--- src/hdl/jmsp_pkg.sv ---
// Shared types and constants for the JPEG marker segment parser.
// No dependencies; compile first.
package jmsp_pkg;

    // Width of the running file offset counter (wraps at this width)
    localparam int OFFSET_BITS = 32;

    // Event codes on the result channel
    localparam logic [2:0] EV_HEADER  = 3'd0;
    localparam logic [2:0] EV_FRAME   = 3'd1;
    localparam logic [2:0] EV_RESTART = 3'd2;
    localparam logic [2:0] EV_END     = 3'd3;
    localparam logic [2:0] EV_NOSTART = 3'd4;
    localparam logic [2:0] EV_BADMARK = 3'd5;

    // One result transaction
    typedef struct packed {
        logic [2:0]  event_res;
        logic [7:0]  marker_code;
        logic [15:0] segment_length;
        logic [15:0] frame_height;
        logic [15:0] frame_width;
        logic [15:0] dri_interval;
        logic [31:0] byte_offset;
    } jmsp_result_t;

endpackage

--- src/hdl/jmsp_stream_if.sv ---
// Byte input channel of the marker segment parser: valid/ready plus payload.
// No dependencies.
interface jmsp_stream_if;
    logic       valid;
    logic       ready;
    logic [7:0] data_byte;
    logic       is_last;

    modport source (output valid, output data_byte, output is_last, input ready);
    modport sink   (input valid, input data_byte, input is_last, output ready);
endinterface

--- src/hdl/jmsp_report_if.sv ---
// Result channel of the marker segment parser: valid/ready plus event fields.
// No dependencies.
interface jmsp_report_if;
    logic        valid;
    logic        ready;
    logic [2:0]  event_res;
    logic [7:0]  marker_code;
    logic [15:0] segment_length;
    logic [15:0] frame_height;
    logic [15:0] frame_width;
    logic [15:0] dri_interval;
    logic [31:0] byte_offset;

    modport source (
        output valid, output event_res, output marker_code, output segment_length,
        output frame_height, output frame_width, output dri_interval,
        output byte_offset, input ready
    );
    modport sink (
        input valid, input event_res, input marker_code, input segment_length,
        input frame_height, input frame_width, input dri_interval,
        input byte_offset, output ready
    );
endinterface

--- src/hdl/jmsp_core.sv ---
// Parser state machine: per-byte state update and result decode.
// Depends on jmsp_pkg.
module jmsp_core (
    input  logic                   clk,
    input  logic                   rst_n,
    input  logic                   take,
    input  logic [7:0]             data_byte,
    input  logic                   is_last,
    output logic                   res_valid,
    output jmsp_pkg::jmsp_result_t res
);
    import jmsp_pkg::*;

    localparam logic [3:0] PH_SOI0  = 4'd0;
    localparam logic [3:0] PH_SOI1  = 4'd1;
    localparam logic [3:0] PH_MARK0 = 4'd2;
    localparam logic [3:0] PH_MARK1 = 4'd3;
    localparam logic [3:0] PH_LENH  = 4'd4;
    localparam logic [3:0] PH_LENL  = 4'd5;
    localparam logic [3:0] PH_SOF   = 4'd6;
    localparam logic [3:0] PH_DRI   = 4'd7;
    localparam logic [3:0] PH_SKIP  = 4'd8;
    localparam logic [3:0] PH_STOP  = 4'd9;

    localparam logic [7:0] MK_PREFIX = 8'hFF;
    localparam logic [7:0] MK_SOI    = 8'hD8;
    localparam logic [7:0] MK_EOI    = 8'hD9;
    localparam logic [7:0] MK_SOF0   = 8'hC0;
    localparam logic [7:0] MK_DRI    = 8'hDD;

    logic [3:0]             phase_reg, phase_next;
    logic [7:0]             marker_reg, marker_next;
    logic [15:0]            length_reg, length_next;
    logic [15:0]            skip_reg, skip_next;
    logic [2:0]             index_reg, index_next;
    logic [15:0]            height_reg, height_next;
    logic [7:0]             high_reg, high_next;
    logic [OFFSET_BITS-1:0] offset_reg, offset_next;

    logic [15:0] word_in;
    logic [15:0] skip_len;
    logic        skip_sel;

    assign word_in = {high_reg, data_byte};

    // Decode one byte: next state and optional result
    always_comb
    begin
        phase_next  = phase_reg;
        marker_next = marker_reg;
        length_next = length_reg;
        skip_next   = skip_reg;
        index_next  = index_reg;
        height_next = height_reg;
        high_next   = high_reg;
        offset_next = offset_reg + OFFSET_BITS'(1);
        skip_len    = '0;
        skip_sel    = 1'b0;
        res_valid   = 1'b0;
        res         = '0;
        res.byte_offset = 32'(offset_reg);

        unique case (phase_reg)
            PH_SOI0:
            begin
                if (data_byte == MK_PREFIX)
                begin
                    phase_next = PH_SOI1;
                end
                else
                begin
                    res_valid     = 1'b1;
                    res.event_res = EV_NOSTART;
                    phase_next    = PH_STOP;
                end
            end
            PH_SOI1:
            begin
                if (data_byte == MK_SOI)
                begin
                    phase_next = PH_MARK0;
                end
                else
                begin
                    res_valid     = 1'b1;
                    res.event_res = EV_NOSTART;
                    phase_next    = PH_STOP;
                end
            end
            PH_MARK0:
            begin
                if (data_byte == MK_PREFIX)
                begin
                    phase_next = PH_MARK1;
                end
                else
                begin
                    res_valid     = 1'b1;
                    res.event_res = EV_BADMARK;
                    phase_next    = PH_STOP;
                end
            end
            PH_MARK1:
            begin
                marker_next = data_byte;
                if (data_byte == MK_EOI)
                begin
                    res_valid       = 1'b1;
                    res.event_res   = EV_END;
                    res.marker_code = data_byte;
                    phase_next      = PH_STOP;
                end
                else
                begin
                    phase_next = PH_LENH;
                end
            end
            PH_LENH:
            begin
                high_next  = data_byte;
                phase_next = PH_LENL;
            end
            PH_LENL:
            begin
                length_next        = word_in;
                res_valid          = 1'b1;
                res.event_res      = EV_HEADER;
                res.marker_code    = marker_reg;
                res.segment_length = word_in;
                index_next         = '0;
                if (marker_reg == MK_SOF0)
                begin
                    phase_next = PH_SOF;
                end
                else if (marker_reg == MK_DRI)
                begin
                    phase_next = PH_DRI;
                end
                else
                begin
                    skip_sel = 1'b1;
                    skip_len = (word_in >= 16'd2) ? word_in - 16'd2 : 16'd0;
                end
            end
            PH_SOF:
            begin
                // precision, height high/low, width high/low
                case (index_reg) inside
                    3'd1, 3'd3: high_next   = data_byte;
                    3'd2:       height_next = word_in;
                    3'd4:
                    begin
                        res_valid        = 1'b1;
                        res.event_res    = EV_FRAME;
                        res.marker_code  = marker_reg;
                        res.frame_height = height_reg;
                        res.frame_width  = word_in;
                        phase_next       = PH_STOP;
                    end
                    default: ;
                endcase
                index_next = index_reg + 3'd1;
            end
            PH_DRI:
            begin
                if (index_reg == 3'd0)
                begin
                    high_next  = data_byte;
                    index_next = 3'd1;
                end
                else
                begin
                    res_valid        = 1'b1;
                    res.event_res    = EV_RESTART;
                    res.marker_code  = marker_reg;
                    res.dri_interval = word_in;
                    index_next       = '0;
                    skip_sel         = 1'b1;
                    skip_len = (length_reg >= 16'd4) ? length_reg - 16'd4 : 16'd0;
                end
            end
            PH_SKIP:
            begin
                skip_next = skip_reg - 16'd1;
                if (skip_next == 16'd0)
                begin
                    phase_next = PH_MARK0;
                end
            end
            default:
            begin
                phase_next = PH_STOP;
            end
        endcase

        // Start a body skip, or go straight to the next marker when empty
        if (skip_sel)
        begin
            skip_next  = skip_len;
            phase_next = (skip_len == 16'd0) ? PH_MARK0 : PH_SKIP;
        end

        // Rearm after the final byte of the file
        if (is_last)
        begin
            phase_next  = PH_SOI0;
            marker_next = '0;
            length_next = '0;
            skip_next   = '0;
            index_next  = '0;
            height_next = '0;
            high_next   = '0;
            offset_next = '0;
        end
    end

    // Advance state on each accepted byte
    always_ff @(posedge clk or negedge rst_n)
    begin
        if (!rst_n)
        begin
            phase_reg  <= PH_SOI0;
            marker_reg <= '0;
            length_reg <= '0;
            skip_reg   <= '0;
            index_reg  <= '0;
            height_reg <= '0;
            high_reg   <= '0;
            offset_reg <= '0;
        end
        else if (take)
        begin
            phase_reg  <= phase_next;
            marker_reg <= marker_next;
            length_reg <= length_next;
            skip_reg   <= skip_next;
            index_reg  <= index_next;
            height_reg <= height_next;
            high_reg   <= high_next;
            offset_reg <= offset_next;
        end
    end

    // A body skip never sits on an empty count
    a_skip_nonzero: assert property (@(posedge clk) disable iff (!rst_n)
        phase_reg == PH_SKIP |-> skip_reg != 16'd0)
        else $error("skip phase with zero count");

    // Terminal events park the parser unless the byte rearms it
    a_stop_after_terminal: assert property (@(posedge clk) disable iff (!rst_n)
        take && res_valid && !is_last &&
        (res.event_res == EV_END || res.event_res == EV_FRAME ||
         res.event_res == EV_NOSTART || res.event_res == EV_BADMARK)
        |=> phase_reg == PH_STOP)
        else $error("parser did not stop after terminal event");

    // Offset counts accepted bytes and clears on the last one
    a_offset_step: assert property (@(posedge clk) disable iff (!rst_n)
        take |=> offset_reg ==
            ($past(is_last) ? '0 : $past(offset_reg) + OFFSET_BITS'(1)))
        else $error("byte offset out of step");

    // Stopped parser reports nothing
    a_stop_silent: assert property (@(posedge clk) disable iff (!rst_n)
        phase_reg == PH_STOP |-> !res_valid)
        else $error("result while stopped");

endmodule

--- src/hdl/jmsp_out_reg.sv ---
// Result register between the parser and the result channel.
// Depends on jmsp_pkg.
module jmsp_out_reg (
    input  logic                   clk,
    input  logic                   rst_n,
    input  logic                   load,
    input  jmsp_pkg::jmsp_result_t load_data,
    input  logic                   sink_ready,
    output logic                   in_ready,
    output logic                   valid,
    output jmsp_pkg::jmsp_result_t data
);
    import jmsp_pkg::*;

    logic         valid_reg, valid_next;
    jmsp_result_t data_reg;

    // Accept a new byte when the slot is empty or drains this cycle
    assign in_ready = !valid_reg || sink_ready;

    always_comb
    begin
        valid_next = valid_reg;
        if (load)
        begin
            valid_next = 1'b1;
        end
        else if (sink_ready)
        begin
            valid_next = 1'b0;
        end
    end

    // Hold the slot flag
    always_ff @(posedge clk or negedge rst_n)
    begin
        if (!rst_n)
        begin
            valid_reg <= 1'b0;
        end
        else
        begin
            valid_reg <= valid_next;
        end
    end

    // Capture the payload on load
    always_ff @(posedge clk)
    begin
        if (load)
        begin
            data_reg <= load_data;
        end
    end

    assign valid = valid_reg;
    assign data  = data_reg;

    // Loading is only allowed when the slot can take it
    a_no_overwrite: assert property (@(posedge clk) disable iff (!rst_n)
        load |-> in_ready)
        else $error("result slot overwritten");

    // A pending result that is not taken survives the cycle
    a_keep_pending: assert property (@(posedge clk) disable iff (!rst_n)
        valid_reg && !sink_ready |=> valid_reg)
        else $error("pending result dropped");

    // A load always shows up as a valid result next cycle
    a_load_shows: assert property (@(posedge clk) disable iff (!rst_n)
        load |=> valid_reg)
        else $error("loaded result not presented");

endmodule

--- src/hdl/jpeg_marker_segment_parser_unit.sv ---
// Top level of the JPEG marker segment parser.
// Depends on jmsp_pkg, jmsp_stream_if, jmsp_report_if, jmsp_core, jmsp_out_reg.
//
// Usage:
//   stream  - byte input channel (valid/ready). Each transaction carries one
//             file byte (data_byte) and is_last, which marks the final byte.
//   report  - result channel (valid/ready). A transaction carries one event:
//             segment header, frame size (SOF0), restart interval (DRI),
//             end of image, missing start marker or bad marker byte.
//   Each accepted byte gives zero or one result. A result appears on report
//   in the cycle after its byte is accepted and is held until taken.
//   Throughput: one byte per cycle while no result waits untaken; the parser
//   state update is combinational and the result register frees as it drains.
//   Receiver stall: while a result waits untaken, stream.ready drops, so no
//   byte is taken until the result register can accept the next result.
//   Reset (rst_n low) returns the parser to wait for the start marker and
//   empties the result register. After a terminal event the parser ignores
//   bytes; the byte marked is_last rearms it, offset counter included.
module jpeg_marker_segment_parser_unit (
    input logic           clk,
    input logic           rst_n,
    jmsp_stream_if.sink   stream,
    jmsp_report_if.source report
);
    import jmsp_pkg::*;

    logic         take;
    logic         in_ready;
    logic         res_valid;
    jmsp_result_t res;
    jmsp_result_t out_data;

    assign stream.ready = in_ready;
    assign take         = stream.valid && in_ready;

    jmsp_core u_core (
        .clk       (clk),
        .rst_n     (rst_n),
        .take      (take),
        .data_byte (stream.data_byte),
        .is_last   (stream.is_last),
        .res_valid (res_valid),
        .res       (res)
    );

    jmsp_out_reg u_out_reg (
        .clk        (clk),
        .rst_n      (rst_n),
        .load       (take && res_valid),
        .load_data  (res),
        .sink_ready (report.ready),
        .in_ready   (in_ready),
        .valid      (report.valid),
        .data       (out_data)
    );

    // Drive the result channel fields
    assign report.event_res      = out_data.event_res;
    assign report.marker_code    = out_data.marker_code;
    assign report.segment_length = out_data.segment_length;
    assign report.frame_height   = out_data.frame_height;
    assign report.frame_width    = out_data.frame_width;
    assign report.dri_interval   = out_data.dri_interval;
    assign report.byte_offset    = out_data.byte_offset;

endmodule

--- src/flat_wrapper.sv ---
// flat-port wrapper written by rule: the top's interface ports become plain ports
module jpeg_marker_segment_parser_unit_flat import jmsp_pkg::*;
  (clk, rst_n, stream_valid, stream_data_byte, stream_is_last, stream_ready, report_valid, report_event_res, report_marker_code, report_segment_length, report_frame_height, report_frame_width, report_dri_interval, report_byte_offset, report_ready);
  jmsp_stream_if stream_i ();
  jmsp_report_if report_i ();
  input logic clk;
  input logic rst_n;
  input wire logic [$bits(stream_i.valid)-1:0] stream_valid;
  input wire logic [$bits(stream_i.data_byte)-1:0] stream_data_byte;
  input wire logic [$bits(stream_i.is_last)-1:0] stream_is_last;
  output wire logic [$bits(stream_i.ready)-1:0] stream_ready;
  output wire logic [$bits(report_i.valid)-1:0] report_valid;
  output wire logic [$bits(report_i.event_res)-1:0] report_event_res;
  output wire logic [$bits(report_i.marker_code)-1:0] report_marker_code;
  output wire logic [$bits(report_i.segment_length)-1:0] report_segment_length;
  output wire logic [$bits(report_i.frame_height)-1:0] report_frame_height;
  output wire logic [$bits(report_i.frame_width)-1:0] report_frame_width;
  output wire logic [$bits(report_i.dri_interval)-1:0] report_dri_interval;
  output wire logic [$bits(report_i.byte_offset)-1:0] report_byte_offset;
  input wire logic [$bits(report_i.ready)-1:0] report_ready;
  assign stream_i.valid = stream_valid;
  assign stream_i.data_byte = stream_data_byte;
  assign stream_i.is_last = stream_is_last;
  assign stream_ready = stream_i.ready;
  assign report_valid = report_i.valid;
  assign report_event_res = report_i.event_res;
  assign report_marker_code = report_i.marker_code;
  assign report_segment_length = report_i.segment_length;
  assign report_frame_height = report_i.frame_height;
  assign report_frame_width = report_i.frame_width;
  assign report_dri_interval = report_i.dri_interval;
  assign report_byte_offset = report_i.byte_offset;
  assign report_i.ready = report_ready;
  jpeg_marker_segment_parser_unit u_core (.clk(clk), .rst_n(rst_n), .stream(stream_i), .report(report_i));
endmodule
--- config.mk ---
export PLATFORM = sky130hd
export DESIGN_NAME = jpeg_marker_segment_parser_unit_flat
export DESIGN_NICKNAME = d
export VERILOG_FILES = /design/src/hdl/jmsp_pkg.sv /design/src/hdl/jmsp_stream_if.sv /design/src/hdl/jmsp_report_if.sv /design/src/hdl/jmsp_core.sv /design/src/hdl/jmsp_out_reg.sv /design/src/hdl/jpeg_marker_segment_parser_unit.sv /design/src/flat_wrapper.sv
export SDC_FILE = /design/constraint.sdc
export NUM_CORES = 1
export LEC_CHECK = 0
export ABC_AREA = 1
export ABC_CLOCK_PERIOD_IN_PS = 7540
export BUFFER_PORTS_ARGS = -buffer_cell sky130_fd_sc_hd__buf_2
export CORE_MARGIN = 1.5
export CORE_UTILIZATION = 55
export CTS_CLUSTER_DIAMETER = 30
export DETAILED_ROUTE_END_ITERATION = 8
export GPL_ROUTABILITY_DRIVEN = 0
export PLACE_DENSITY = 0.76
export SLEW_MARGIN = 5
export SYNTH_ARGS = -nofsm -noshare
export SYNTH_HDL_FRONTEND = slang
export SYNTH_SLANG_ARGS = --single-unit
--- constraint.sdc ---
create_clock -name clk -period 7.54 [get_ports clk]
set_input_delay 1.131 -clock clk [delete_from_list [all_inputs] [get_ports clk]]
set_output_delay 1.131 -clock clk [all_outputs]
set_load 0.01 [all_outputs]
# Word level (Yosys, flattened, before mapping)
# Index checks and enable logic that the tools add are counted.
[word_totals]
register_bits = 211
wordCells = 141
output_inout_bits = 109
inputBits = 13
[op_classes]
n_reduce_logical = 27
order_cmp = 2
eq_ne = 26
n_addsub = 5
muxes = 62
bitwise = 3
[op_table]
columns = ["op", "n"]
rows = [
  ["$mux 16", 14],
  ["$mux 4", 13],
  ["$eq 8x8->1 const B", 5],
  ["$mux 8", 5],
  ["$pmux 4 s9", 1],
  ["$add 32x1->32 const B", 1],
  ["$logic_not 16->1", 2],
  ["$mux 32", 1],
  ["$pmux 16 s2", 1],
  ["$pmux 8 s4", 1],
  ["$mux 9", 3],
  ["$pmux 8 s3", 1],
  ["$mux 10", 2],
  ["$pmux 3 s6", 1],
  ["$eq 4x3->1 const B", 4],
  ["$ge 16x2->1 const B", 1],
  ["$ge 16x3->1 const B", 1],
  ["$ne 4x4->1 const B", 4],
  ["$sub 16x1->16 const B", 1],
  ["$sub 16x2->16 const B", 1],
  ["$sub 16x3->16 const B", 1],
  ["$mux 1", 12],
  ["$mux 3", 4],
  ["$reduce_bool 2->1", 5],
  ["27 further kinds", 40],
]

# Longest topological paths before layout
[logic_depth]
word_depth = 9
depth_mapped = 17
mapped_depth_nobuf = 16

# Hierarchy
# Synthesis repeated with hierarchy kept, for this count alone.
[hier_totals]
hier_cells = 1113
area_unflattened_um2 = 10039.6
[by_module_without_submodules]
columns = ["module", "area_each_um2", "cells_per_inst", "instances"]
rows = [
  ["jmsp_core", 6764.0, 997, 1],
  ["jmsp_out_reg", 3258.1, 112, 1],
  ["jpeg_marker_segment_parser_unit", 17.5, 4, 1],
]

# Worst setup path before layout
# Ideal clock, no wire load.
[synth_timing]
path_type = "in2reg"
start = "input port stream_data_byte[3]"
end = "register u_core.u_out_reg.data_reg (netlist bit u_core.u_out_reg.data[0]), enable pin"
cell_stages = 6
arrival_time_ns = 6.190
setup_slack_ns = 0.777
path_cell_list = "inv_1 nor3_1 nand3_1 nor2_1 nor3b_1 nor2_1"
[synth_between]
elab_chain_cells = 4
elab_cells_between_ends = 8
[synth_lines]
columns = ["item", "line_no", "source"]
rows = [
  ["from (decl)", "flat_wrapper.sv:9", "input wire logic [$bits(stream_i.data_byte)-1:0] stream_data_byte;"],
  ["$eq 8x8->1 (on tied branches)", "-", ""],
  ["$mux 1 (on tied branches)", "-", ""],
  ["$pmux 1 s6 (*)", "jmsp_core.sv:63", "unique case (phase_reg)"],
  ["$logic_and 1x1->1 (*)", "jpeg_marker_segment_parser_unit.sv:49", ".load (take && res_valid),"],
  ["via u_core.u_out_reg.load", "jmsp_out_reg.sv:6", "input logic load,"],
  ["to (signal assigned)", "jmsp_out_reg.sv:52", "data_reg <= load_data;"],
  ["to (decl)", "jmsp_out_reg.sv:16", "jmsp_result_t data_reg;"],
]
# The timed path passes the listed nets; every way through them passes the cells marked *.
# A chain may end at the register's enable or synchronous reset.

# Worst setup path in the final report
[layout_timing]
start = "register u_core.u_core.index_reg[0]"
end = "register u_core.u_out_reg.data_reg (netlist bit u_core.u_out_reg.data[51]), enable pin"
[layout_between]
elab_chain_cells = 6
elab_cells_between_ends = 12
[layout_lines]
columns = ["item", "line_no", "source"]
rows = [
  ["from (decl)", "jmsp_core.sv:35", "logic [2:0] index_reg, index_next;"],
  ["from (signal assigned)", "jmsp_core.sv:237", "index_reg <= index_next;"],
  ["$eq 3x3->1 (no source line)", "-", ""],
  ["$mux 1 (3 in series)", "jmsp_core.sv:148", "case (index_reg) inside"],
  ["$pmux 1 s6 (*)", "jmsp_core.sv:63", ""],
  ["$logic_and 1x1->1 (*)", "jpeg_marker_segment_parser_unit.sv:49", ""],
  ["via u_core.u_out_reg.load", "jmsp_out_reg.sv:6", ""],
]
# Marked as above.

==> results_dict.tcl <==
set metrics [dict create \
    cts.sinks 211 \
    clkTransAtPathRegs_ns 0.06 \
    crit_chain "ha_1 -> ha_1 -> a21oi_1 -> nand3_1 -> nor2_1 -> nor3_2 -> nor3b_1 -> nor2_4 -> buf_4" \
    track_usage_pct 26.82 \
    status "finished, violations left" \
    synth.distinct_cells 50 \
    powerDensity_mw_per_mm2 363.6 \
    nNetsFinal 1305 \
    synth_ff_type "edfxtp_1" \
    synth_area_leader_cell "edfxtp_1" \
    antenna_found_initial 0 \
    slew_violations 0 \
    critPathTopFamily "simple AND/OR/NAND/NOR gates" \
    hold_viol_final 0 \
    start_kind "register" \
    grt_pass1_vias 8296 \
    syn_area_mm2 0.01026 \
    max_cap_violations 0 \
    cp.arrival_ns 3.64 \
    ant_nets 0 \
    final_cell_mix "225 x nand2_1, 177 x nor2_1, 136 x inv_1, 120 x buf_2, 107 x edfxtp_1" \
    p_leak_nw 5.597 \
    fmax_ghz 0.2855 \
    first_pass_iters 9 \
    die_y_um 139.6 \
    grt_max_degree 64 \
    portBuffers 121 \
    rsz0062_at_grt "no" \
    clockRootBuffer "clkbuf_16" \
    end_kind "register" \
    worst_hold_path_type "reg -> reg" \
    post-cts-setup-buffer-count 0 \
    start_util_pct 56.54 \
    clock_path_buffers 3 \
    period_share_pct 46.46 \
    overflow 0 \
    largest_register_ffs 107 \
    mostFrequentLayoutCell "nand2_1" \
    avgSynthCellArea_um2 9.032 \
    die_x_um 139.6 \
    wl_per_cell_um 16.47 \
    synth_edf_count 107 \
    crit_top_cell "ha_1" \
    route.vias.total 8528 \
    critical_path_class "reg -> reg" \
    place_area_mm2 0.01107 \
    pre_cts_ws_ns 3.207 \
    cts_hold_buf 0 \
    fin_total_pwr_mw 4.524 \
    synth_nets 1160 \
    row_count 49 \
    synthCells 1136 \
    fill_cells 1368 \
    cts_resized 0 \
    n_antenna_cell 0 \
    drtIter0Drc 864 \
    synth_seq_area_share_pct 56.68 \
    required_ns 7.68 \
    area_growth_pct 21.29 \
    peakVddDrop_v 0.0002306 \
    wl_mm 25.40 \
    vias_per_cell 5.530 \
    ys.warnings.count 0 \
    yosys-top-cells-area "edfxtp_1 31%, dfrtp_1 25%, nand2_1 8.2%" \
    clock_latency_ns 0.54 \
    route.detailed.drc 9 \
    dieArea_mm2 0.01948 \
    drive_gt1_share_pct 20.03 \
    cts_tree "done" \
    crit_path_top_delay_cell "buf_4" \
    fin_setup_tns_ns 0 \
    ys_ff_latch 211 \
    yosys.area.top_type_share_pct 31.32 \
    slowest_delay_ns 0.75 \
    seq_area_mm2 0.005816 \
    coreArea_mm2 0.01815 \
    async_flop_share_pct 49.29 \
    tightest_slew_ns 1.175 \
    slew_headroom_pct 21.60 \
    fin_skew_ns 0.03072 \
    worst-path-buf-inv 1 \
    stdcell_area_mm2 0.01244 \
    violations "DRC" \
    multiInputGateArea_mm2 0.003750 \
    path_max_fanout 63 \
    pin_count 122 \
    grt_pass1_wl_mm 41.65 \
    final-setup-viol-count 0 \
    hold_ws_ns 0.4747 \
    h-tree-depth 2 \
    cts_made_buffers 40 \
    period_needed_ns 3.503 \
    post-dp-hpwl_mm 17.31 \
    setup_slack_ns 4.037 \
]
[per-layer routing]
| metal | part of all wire, % | GRT usage, % |
|---|---|---|
| met4 | 3.5 | 11.52 |
| met3 | 8.8 | 5.437 |
| met5 | 0 | 0 |
| met2 | 45 | 40.69 |
| met1 | 43 | 37.82 |
[synthesized netlist by cell type (all sizes together) (3+ instances only)]
master    n
nor4      8
nand2   236
nor3     24
o22ai    17
edfxtp  107
nand4    17
o31ai     3
ha       11
buf      14
clkbuf    9
o21ai    99
inv     153
dfrtp   104
xor2     16
o21a      3
nor3b     4
a21oi    35
nor2    198
nand3    56
[path summary, 6_finish.rpt]
path                       depth (start not counted)  slack, ns                         start                      endpoint
max                                                9       4.04    u_core.u_core.index_reg[0]     u_core.u_out_reg.data[51]
min in group asynchronous                          1       0.64                         rst_n   u_core.u_core.height_reg[9]
min reg2reg                                        1       0.47  u_core.u_core.offset_reg[31]  u_core.u_core.offset_reg[31]
max in group asynchronous                          2       5.71                         rst_n     u_core.u_core.skip_reg[9]
max reg2reg                                        9       4.04    u_core.u_core.index_reg[0]     u_core.u_out_reg.data[51]
min                                                1       0.47  u_core.u_core.offset_reg[31]  u_core.u_core.offset_reg[31]
[worst reg2reg max path: stages, from the launching register on]
cell	delay [ns]
dfrtp_1	0.41
ha_1	0.23
ha_1	0.19
a21oi_1	0.31
nand3_1	0.16
nor2_1	0.19
nor3_2	0.12
nor3b_1	0.20
nor2_4	0.48
buf_4	0.76
[kinds of logic after synthesis]
family	share of synthesized area, %
xor gates and xnor gates	1.451
AOI/OAI and AO/OA	9.232
muxes	0.09756
DFF	56.68
and+or+nand+nor	24.35
adders and majority gates	1.341
buffers and inverters	6.841
[cell type report]
| class | instances | share of cell area, % |
|---|---|---|
| sequential | 211 | 46.73 |
| multi-input combinational | 748 | 30.13 |
| clock buffer | 46 | 8.737 |
| timing repair buffer | 126 | 5.289 |
| inverter | 154 | 4.655 |
| tap | 229 | 2.302 |
| clock inverter | 28 | 2.152 |
[metrics by stage]
stage | util, % | instances
6_report | 68.57 | 1542
5_1_grt | 68.57 | 1542
4_1_cts | 68.46 | 1541
3_5_place_dp | 61.00 | 1467
3_3_place_gp | 61.00 | 1467
2_1_floorplan | - | 1136
[where the power goes]
| group | switching [mW] | leakage (nW) | internal (mW) | total (mW) |
|---|---|---|---|---|
| registers | 0.134 | 2.44 | 1.51 | 1.65 |
| logic | 0.773 | 2.49 | 0.357 | 1.13 |
| clock network | 0.646 | 0.660 | 1.10 | 1.75 |
No activity file was read; power rests on OpenSTA's default activity.
